File: config.mk
export PLATFORM = sky130hd
export DESIGN_NAME = number_text_parser_flat
export DESIGN_NICKNAME = d
export VERILOG_FILES = /design/src/hdl/ntp_pkg.sv /design/src/hdl/ntp_if.sv /design/src/hdl/number_text_parser.sv /design/src/flat_wrapper.sv
export VERILOG_INCLUDE_DIRS = /design/src /design/src/hdl
export SDC_FILE = /design/constraint.sdc
export NUM_CORES = 1
export LEC_CHECK = 0
export BUFFER_PORTS_ARGS = -buffer_cell sky130_fd_sc_hd__buf_4
export CORE_UTILIZATION = 48
export CTS_CLUSTER_DIAMETER = 40
export DETAILED_ROUTE_END_ITERATION = 7
export PLACE_DENSITY_LB_ADDON = 0.3
export RECOVER_POWER = 50
export SLEW_MARGIN = 20
export SYNTH_ARGS = -nofsm -noshare
export SYNTH_HDL_FRONTEND = slang
export SYNTH_SLANG_ARGS = --single-unit
export TNS_END_PERCENT = 100
File: constraint.sdc
create_clock -name clk -period 3.65 [get_ports clk]
set_input_delay 0.365 -clock clk [delete_from_list [all_inputs] [get_ports clk]]
set_output_delay 0.365 -clock clk [all_outputs]
set_load 0.03 [all_outputs]
File: src/hdl/number_text_parser_assert.svh
// ----------------------------------------------------------------------------
// Assertion macros
// Shared concurrent assertion forms for the number text parser.
// ----------------------------------------------------------------------------
`ifndef NUMBER_TEXT_PARSER_ASSERT_SVH
`define NUMBER_TEXT_PARSER_ASSERT_SVH

// same-cycle implication
`define NTP_ASSERT_NOW(label, clk, rst_n, ante, cons, msg) \
  label: assert property (@(posedge clk) disable iff (!rst_n) (ante) |-> (cons)) \
    else $error(msg);

// next-cycle implication
`define NTP_ASSERT_NEXT(label, clk, rst_n, ante, cons, msg) \
  label: assert property (@(posedge clk) disable iff (!rst_n) (ante) |=> (cons)) \
    else $error(msg);

`endif

File: src/hdl/ntp_pkg.sv
// ----------------------------------------------------------------------------
// Number text parser package
// Parse modes and character codes shared by the parser files.
// ----------------------------------------------------------------------------
package ntp_pkg;

  typedef enum logic [1:0] {
    MODE_DEC  = 2'd0,
    MODE_HEX  = 2'd1,
    MODE_DONE = 2'd2
  } mode_t;

  localparam logic [7:0] CH_NUL   = 8'h00;
  localparam logic [7:0] CH_ZERO  = 8'h30;
  localparam logic [7:0] CH_NINE  = 8'h39;
  localparam logic [7:0] CH_A_LO  = 8'h61;
  localparam logic [7:0] CH_F_LO  = 8'h66;
  localparam logic [7:0] CH_A_UP  = 8'h41;
  localparam logic [7:0] CH_F_UP  = 8'h46;
  localparam logic [7:0] CH_X_LO  = 8'h78;
  localparam logic [7:0] CH_X_UP  = 8'h58;
  localparam logic [7:0] CH_K_LO  = 8'h6b;
  localparam logic [7:0] CH_K_UP  = 8'h4b;
  localparam logic [7:0] CH_M_LO  = 8'h6d;
  localparam logic [7:0] CH_M_UP  = 8'h4d;

  localparam logic [3:0] DIGIT_LIMIT = 4'd11;
  localparam logic [3:0] HEX_START   = 4'd2;

  typedef struct packed {
    logic       ok;
    logic [3:0] nib;
  } nibble_t;

  function automatic nibble_t hex_nibble(input logic [7:0] c);
    nibble_t r;
    r.ok  = 1'b1;
    r.nib = 4'd0;
    if (c >= CH_ZERO && c <= CH_NINE) begin
      r.nib = c[3:0];
    end else if ((c >= CH_A_LO && c <= CH_F_LO) || (c >= CH_A_UP && c <= CH_F_UP)) begin
      r.nib = c[3:0] + 4'd9;
    end else begin
      r.ok = 1'b0;
    end
    return r;
  endfunction

endpackage

File: src/hdl/ntp_if.sv
// ----------------------------------------------------------------------------
// Parser channels
// Character request channel and result request channel.
// ----------------------------------------------------------------------------
interface ntp_char_if;
  logic       valid;
  logic       ready;
  logic [7:0] char_code;

  modport source (output valid, output char_code, input ready);
  modport sink   (input valid, input char_code, output ready);
endinterface

interface ntp_res_if;
  logic        valid;
  logic        ready;
  logic        valid_res;
  logic [31:0] value;

  modport source (output valid, output valid_res, output value, input ready);
  modport sink   (input valid, input valid_res, input value, output ready);
endinterface

File: src/hdl/number_text_parser.sv
// ----------------------------------------------------------------------------
// Number text parser
// Parses NUL-terminated ASCII hex or decimal text into a 32-bit value.
// ----------------------------------------------------------------------------
// One character is taken per clock cycle, back to back, unless a NUL waits, set
// by the single shift-add on the accumulator between the character register and
// the parse state. A character is held in the input register until it advances;
// on the NUL the result goes from there into the result register to be taken.
// Non-NUL characters keep flowing while a result waits; a NUL waits only if the
// result register is still occupied and not being taken.
// Strings with a 0x/0X prefix take up to 8 hex digits, others up to 10 decimal
// digits with an optional k/K/m/M suffix; invalid strings report value 0.
module number_text_parser
  import ntp_pkg::*;
(
  input  logic         clk,
  input  logic         rst_n,
  ntp_char_if.sink     in_ch,
  ntp_res_if.source    out_ch
);

`include "number_text_parser_assert.svh"

  logic        in_v_r;
  logic [7:0]  char_r;
  logic        adv;
  logic        is_nul;

  mode_t       mode_r,  mode_nxt;
  logic [3:0]  pos_r,   pos_nxt;
  logic [31:0] acc_r,   acc_nxt;
  logic        ok_r,    ok_nxt;
  logic        fz_r,    fz_nxt;

  logic        out_v_r;
  logic        res_ok_r, res_ok_nxt;
  logic [31:0] res_val_r, res_val_nxt;

  logic [3:0]  pos_inc;
  logic [31:0] dec_acc;
  logic [31:0] hex_acc;
  logic        is_dig;
  nibble_t     hn;

  assign is_nul       = (char_r == CH_NUL);
  assign adv          = in_v_r && (!is_nul || !out_v_r || out_ch.ready);
  assign in_ch.ready  = !in_v_r || adv;

  assign out_ch.valid     = out_v_r;
  assign out_ch.valid_res = res_ok_r;
  assign out_ch.value     = res_val_r;

  assign pos_inc = pos_r + 4'd1;
  assign is_dig  = (char_r >= CH_ZERO) && (char_r <= CH_NINE);
  assign dec_acc = (acc_r << 3) + (acc_r << 1) + {28'd0, char_r[3:0]};
  assign hn      = hex_nibble(char_r);
  assign hex_acc = (acc_r << 4) + {28'd0, hn.nib};

  always_comb begin
    mode_nxt    = mode_r;
    pos_nxt     = pos_r;
    acc_nxt     = acc_r;
    ok_nxt      = ok_r;
    fz_nxt      = fz_r;
    res_ok_nxt  = res_ok_r;
    res_val_nxt = res_val_r;
    if (is_nul) begin
      unique case (mode_r)
        MODE_DEC: res_ok_nxt = 1'b1;
        MODE_HEX: res_ok_nxt = (pos_r > HEX_START);
        default:  res_ok_nxt = ok_r;
      endcase
      res_val_nxt = res_ok_nxt ? acc_r : 32'd0;
      mode_nxt    = MODE_DEC;
      pos_nxt     = 4'd0;
      acc_nxt     = 32'd0;
      ok_nxt      = 1'b0;
      fz_nxt      = 1'b0;
    end else begin
      unique case (mode_r)
        MODE_DEC: begin
          priority if (pos_r == 4'd1 && fz_r && (char_r == CH_X_LO || char_r == CH_X_UP)) begin
            mode_nxt = MODE_HEX;
            pos_nxt  = HEX_START;
            acc_nxt  = 32'd0;
          end else if ((char_r == CH_K_LO || char_r == CH_K_UP) && pos_r != 4'd0) begin
            acc_nxt  = acc_r << 10;
            mode_nxt = MODE_DONE;
            ok_nxt   = 1'b1;
          end else if ((char_r == CH_M_LO || char_r == CH_M_UP) && pos_r != 4'd0) begin
            acc_nxt  = acc_r << 20;
            mode_nxt = MODE_DONE;
            ok_nxt   = 1'b1;
          end else if (is_dig) begin
            acc_nxt = dec_acc;
            pos_nxt = pos_inc;
            if (pos_r == 4'd0) begin
              fz_nxt = (char_r == CH_ZERO);
            end
            if (pos_inc >= DIGIT_LIMIT) begin
              mode_nxt = MODE_DONE;
              ok_nxt   = 1'b0;
              acc_nxt  = 32'd0;
            end
          end else begin
            mode_nxt = MODE_DONE;
            ok_nxt   = 1'b0;
            acc_nxt  = 32'd0;
          end
        end
        MODE_HEX: begin
          if (hn.ok) begin
            acc_nxt = hex_acc;
            pos_nxt = pos_inc;
            if (pos_inc >= DIGIT_LIMIT) begin
              mode_nxt = MODE_DONE;
              ok_nxt   = 1'b0;
              acc_nxt  = 32'd0;
            end
          end else begin
            mode_nxt = MODE_DONE;
            ok_nxt   = 1'b0;
            acc_nxt  = 32'd0;
          end
        end
        default: begin
          mode_nxt = mode_r;
        end
      endcase
    end
  end

  always_ff @(posedge clk) begin
    if (!rst_n) begin
      in_v_r <= 1'b0;
    end else if (in_ch.ready) begin
      in_v_r <= in_ch.valid;
    end
  end

  always_ff @(posedge clk) begin
    if (in_ch.ready && in_ch.valid) begin
      char_r <= in_ch.char_code;
    end
  end

  always_ff @(posedge clk) begin
    if (!rst_n) begin
      mode_r <= MODE_DEC;
      pos_r  <= 4'd0;
      acc_r  <= 32'd0;
      ok_r   <= 1'b0;
      fz_r   <= 1'b0;
    end else if (adv) begin
      mode_r <= mode_nxt;
      pos_r  <= pos_nxt;
      acc_r  <= acc_nxt;
      ok_r   <= ok_nxt;
      fz_r   <= fz_nxt;
    end
  end

  always_ff @(posedge clk) begin
    if (!rst_n) begin
      out_v_r <= 1'b0;
    end else if (adv && is_nul) begin
      out_v_r <= 1'b1;
    end else if (out_ch.ready) begin
      out_v_r <= 1'b0;
    end
  end

  always_ff @(posedge clk) begin
    if (adv && is_nul) begin
      res_ok_r  <= res_ok_nxt;
      res_val_r <= res_val_nxt;
    end
  end

  `NTP_ASSERT_NOW(a_invalid_zero, clk, rst_n, out_v_r && !res_ok_r, res_val_r == 32'd0,
    "invalid result carries a non-zero value")
  `NTP_ASSERT_NEXT(a_nul_gives_result, clk, rst_n, adv && is_nul, out_v_r,
    "NUL request advanced without a result")
  `NTP_ASSERT_NOW(a_hex_position, clk, rst_n, mode_r == MODE_HEX,
    pos_r >= HEX_START && pos_r < DIGIT_LIMIT, "hex mode with impossible position")
  `NTP_ASSERT_NOW(a_position_bound, clk, rst_n, 1'b1, pos_r <= DIGIT_LIMIT,
    "position past digit limit")

endmodule

File: src/flat_wrapper.sv
// flat-port wrapper written by rule: the top's interface ports become plain ports
module number_text_parser_flat import ntp_pkg::*;
  (clk, rst_n, in_ch_valid, in_ch_char_code, in_ch_ready, out_ch_valid, out_ch_valid_res, out_ch_value, out_ch_ready);
  ntp_char_if in_ch_i ();
  ntp_res_if out_ch_i ();
  input  logic clk;
  input  logic rst_n;
  input wire logic [$bits(in_ch_i.valid)-1:0] in_ch_valid;
  input wire logic [$bits(in_ch_i.char_code)-1:0] in_ch_char_code;
  output wire logic [$bits(in_ch_i.ready)-1:0] in_ch_ready;
  output wire logic [$bits(out_ch_i.valid)-1:0] out_ch_valid;
  output wire logic [$bits(out_ch_i.valid_res)-1:0] out_ch_valid_res;
  output wire logic [$bits(out_ch_i.value)-1:0] out_ch_value;
  input wire logic [$bits(out_ch_i.ready)-1:0] out_ch_ready;
  assign in_ch_i.valid = in_ch_valid;
  assign in_ch_i.char_code = in_ch_char_code;
  assign in_ch_ready = in_ch_i.ready;
  assign out_ch_valid = out_ch_i.valid;
  assign out_ch_valid_res = out_ch_i.valid_res;
  assign out_ch_value = out_ch_i.value;
  assign out_ch_i.ready = out_ch_ready;
  number_text_parser u_core (.clk(clk), .rst_n(rst_n), .in_ch(in_ch_i), .out_ch(out_ch_i));
endmodule
==> results.yml <==
routing:
  drc: 0
  wl_per_cell_um: 20.00
  ant_nets: 0
  wirelength_mm: 18.68
  vias_per_cell: 6.288
  drt_pass1_iterations: 6
  detail_route.iter0.violations: 528
  num_vias: 5873
die:
  start_util_pct: 49.18
  die_x_um: 115.7
  num_rows: 41
  io_pins: 47
  core_area_um2: 12620
  die_y_um: 115.7
  dieArea_um2: 13390
yosys:
  async_flop_share_pct: 0
  ys_types: 76
  synthFlopType: "dfxtp_1"
  synth_nets: 779
  synth_edf_count: 41
  syn_inst: 697
  syn_area_per_cell_um2: 8.904
  synth-seq-cells: 83
  yosys_warnings: 0
  syn_area_um2: 6206
  ys_seq_area_share_pct: 33.39
worst_setup_path:
  crit_slowest_cell: "fa_1"
  r2r-start: "u_core.acc_r[0]"
  reg2reg_depth: 12
  cp_cell_sequence: "inv_1 > fa_1 > inv_1 > ha_1 > a21oi_1 > nand4b_1 > a211o_1 > a21oi_1 > nor3_1 > or4_1 > a21o_1 > a21oi_1"
  cp.buffers_inverters: 2
  crit_family: "compound AO/OA/AOI/OAI gates"
  crit_top_cell: "a21oi_1"
  critPathRequiredTime_ps: 3930
  worstSetupPathType: "reg2reg"
  path_max_fanout: 5
  r2r_end: "u_core.acc_r[27]"
  startpoint_type: "flop"
  slowest_delay_ps: 550
  worstSetupEndpointType: "flop"
  r2r_slack_ps: 170
  cp.arrival_ps: 3760
power:
  powerDensity_nw_per_um2: 291.3
  vdd_drop_max_mv: 0.2185
  p_leak_nw: 2.904
  finalPower_mw: 2.048
timing:
  fin_skew_ps: 7.964
  worst_slew_pin_slew_ps: 1371
  fmax_ghz: 0.2871
  min_period_over_period_pct: 95.42
  hold_violations: 0
  timing.final.crit_period_ps: 3483
  drv_slew: 0
  setup_ws_ps: 167.0
  rsz0062_at_grt: "no"
  slew_headroom_pct: 8.599
  setup_viol: 0
  tns_ps: 0
global_route:
  grt_pass1_wl_mm: 29.80
  grt_pass1_vias: 5544
  antenna_found_initial: 0
  grt_max_degree: 35
  grt_use_total_pct: 29.43
  overflow: 0
place:
  portBuffers: 46
  dp_worst_setup_slack_ps: 150.3
  gp_congestion: 0.9756
  hpwl_mm: 13.87
layout:
  drive_gt1_share_pct: 8.793
  nNetsFinal: 839
  final_cell_mix: "ha_1, nor2_1, nand2_1"
  synthToLayoutAreaGrowth_pct: 13.31
  antennaDiodeCount: 0
  final_common_cell: "ha_1"
clock_network:
  clk_pin_slew_worst_paths_ps: 60
  cts.sinks: 83
  cts_tree: "yes"
  cts_hold_buffers: 0
  cts_buffers: 9
  clock_latency_ps: 350
  htree_levels: 3
  clockRootBuffer: "clkbuf_16"
  cts_buffer_depth: 2
outcome:
  outcome: "complete, no violations"
worst_hold_path:
  min_from: "in_ch_char_code[1]"
  hp-class: "in2reg"
  min_to: "u_core.char_r[1]"
  holdPathStages: 1
job:
  maxCapViolations: 0
## worst reg2reg max path: stages, from the launching register on
cell      delay, ps
dfxtp_1         410
inv_1           120
fa_1            550
inv_1            80
ha_1            280
a21oi_1          60
nand4b_1        220
a211o_1         380
a21oi_1         280
nor3_1          200
or4_1           530
a21o_1          190
a21oi_1         120
## through the flow
stage | cell area [um2] | utilization, % | std cells | hold WS (ps)
6_report | 7032 | 55.72 | 934 | 207.8
5_1_grt | 7032 | 55.72 | 934 | 208.0
4_1_cts | 7172 | 56.83 | 933 | 184.4
3_5_place_dp | 6885 | 54.56 | 917 | 474.6
3_3_place_gp | 6885 | 54.56 | 917 | 469.6
2_1_floorplan | 6211 | - | 697 | 446.7
## cells by family after synthesis
group,after synthesis,synth area share [%]
AND/OR/NAND/NOR,248,20.34
buffers and inverters,46,2.984
flip-flops,83,33.39
AO/OA/AOI/OAI,229,25.93
multiplexers,2,0.3226
adder cells (fa/ha/maj),70,14.35
XOR/XNOR,19,2.681
## synth_stat cells (6+ instances only)
cell type   n  area [um2]
nand3_1    15       75.07
a22oi_1    12       90.09
xor2_1      7       61.31
a222oi_1    6       60.06
nor2_1     61       229.0
edfxtp_1   41        1231
ha_1       68       850.8
nor2b_1     6       37.54
or3_1      12       75.07
xnor2_1    12       105.1
o21a_1      7       52.55
a21oi_1    53       265.3
a21o_1     19       142.6
o211ai_1    9       67.56
clkbuf_1   18       67.56
dfxtp_1    42       840.8
a32oi_1     6       52.55
inv_1      19       71.32
nand2_1    60       225.2
and2_1     38       237.7
a31oi_1     8       50.05
nor3_1     15       75.07
o21ai_0    45       225.2
a211oi_1    6       45.04
## layer usage
layer | vias to the layer above | GRT usage, % | share of wire (%)
met5 | - | 0 | 0
met4 | 0 | 10.94 | 2.6
met3 | 39 | 4.132 | 8.4
met2 | 282 | 48.54 | 46
met1 | 2784 | 39.29 | 43
li1 | 2768 | - | -
## layout make-up
type	instances	area [um2]
clock buffers	11	232.7
clock inverters	5	53.80
fillers	1188	5588
inverters	20	75.07
multi-input cells	568	3955
flip-flops and latches	83	2072
well taps	172	215.2
repair buffers	75	427.9
## flip-flops by register name, indices dropped and copies added (netlist names), 2 cells and up
name	flops
u_core.pos_r	4
u_core.mode_r	2
u_core.char_r	8
u_core.out_ch.value	32
u_core.acc_r	32
## worst max-delay path by stage
stage / cells past startpoint / startpoint / slack [ps] / to
after floorplan: 12 / u_core.char_r[3] / 360 / u_core.acc_r[28]
final: 12 / u_core.acc_r[0] / 170 / u_core.acc_r[27]
after global placement: 12 / u_core.acc_r[0] / 310 / u_core.acc_r[20]
after global routing: 12 / u_core.acc_r[0] / 20 / u_core.acc_r[27]
after detailed placement: 12 / u_core.acc_r[0] / 150 / u_core.acc_r[20]
after CTS: 12 / u_core.acc_r[0] / 120 / u_core.acc_r[20]
## timing repair
action                     in CTS  in global routing
resized for setup               0                  1
setup buffers                   0                  1
setup endpoints to repair       0                  2
## where the power goes
group	internal [mW]	total, mW	switching (mW)	leakage (nW)
Combinational	0.0456	0.135	0.0893	2.04
Clock	0.528	0.919	0.391	0.133
Sequential	0.981	0.994	0.0137	0.734
Power figures use the tool's default switching activity.
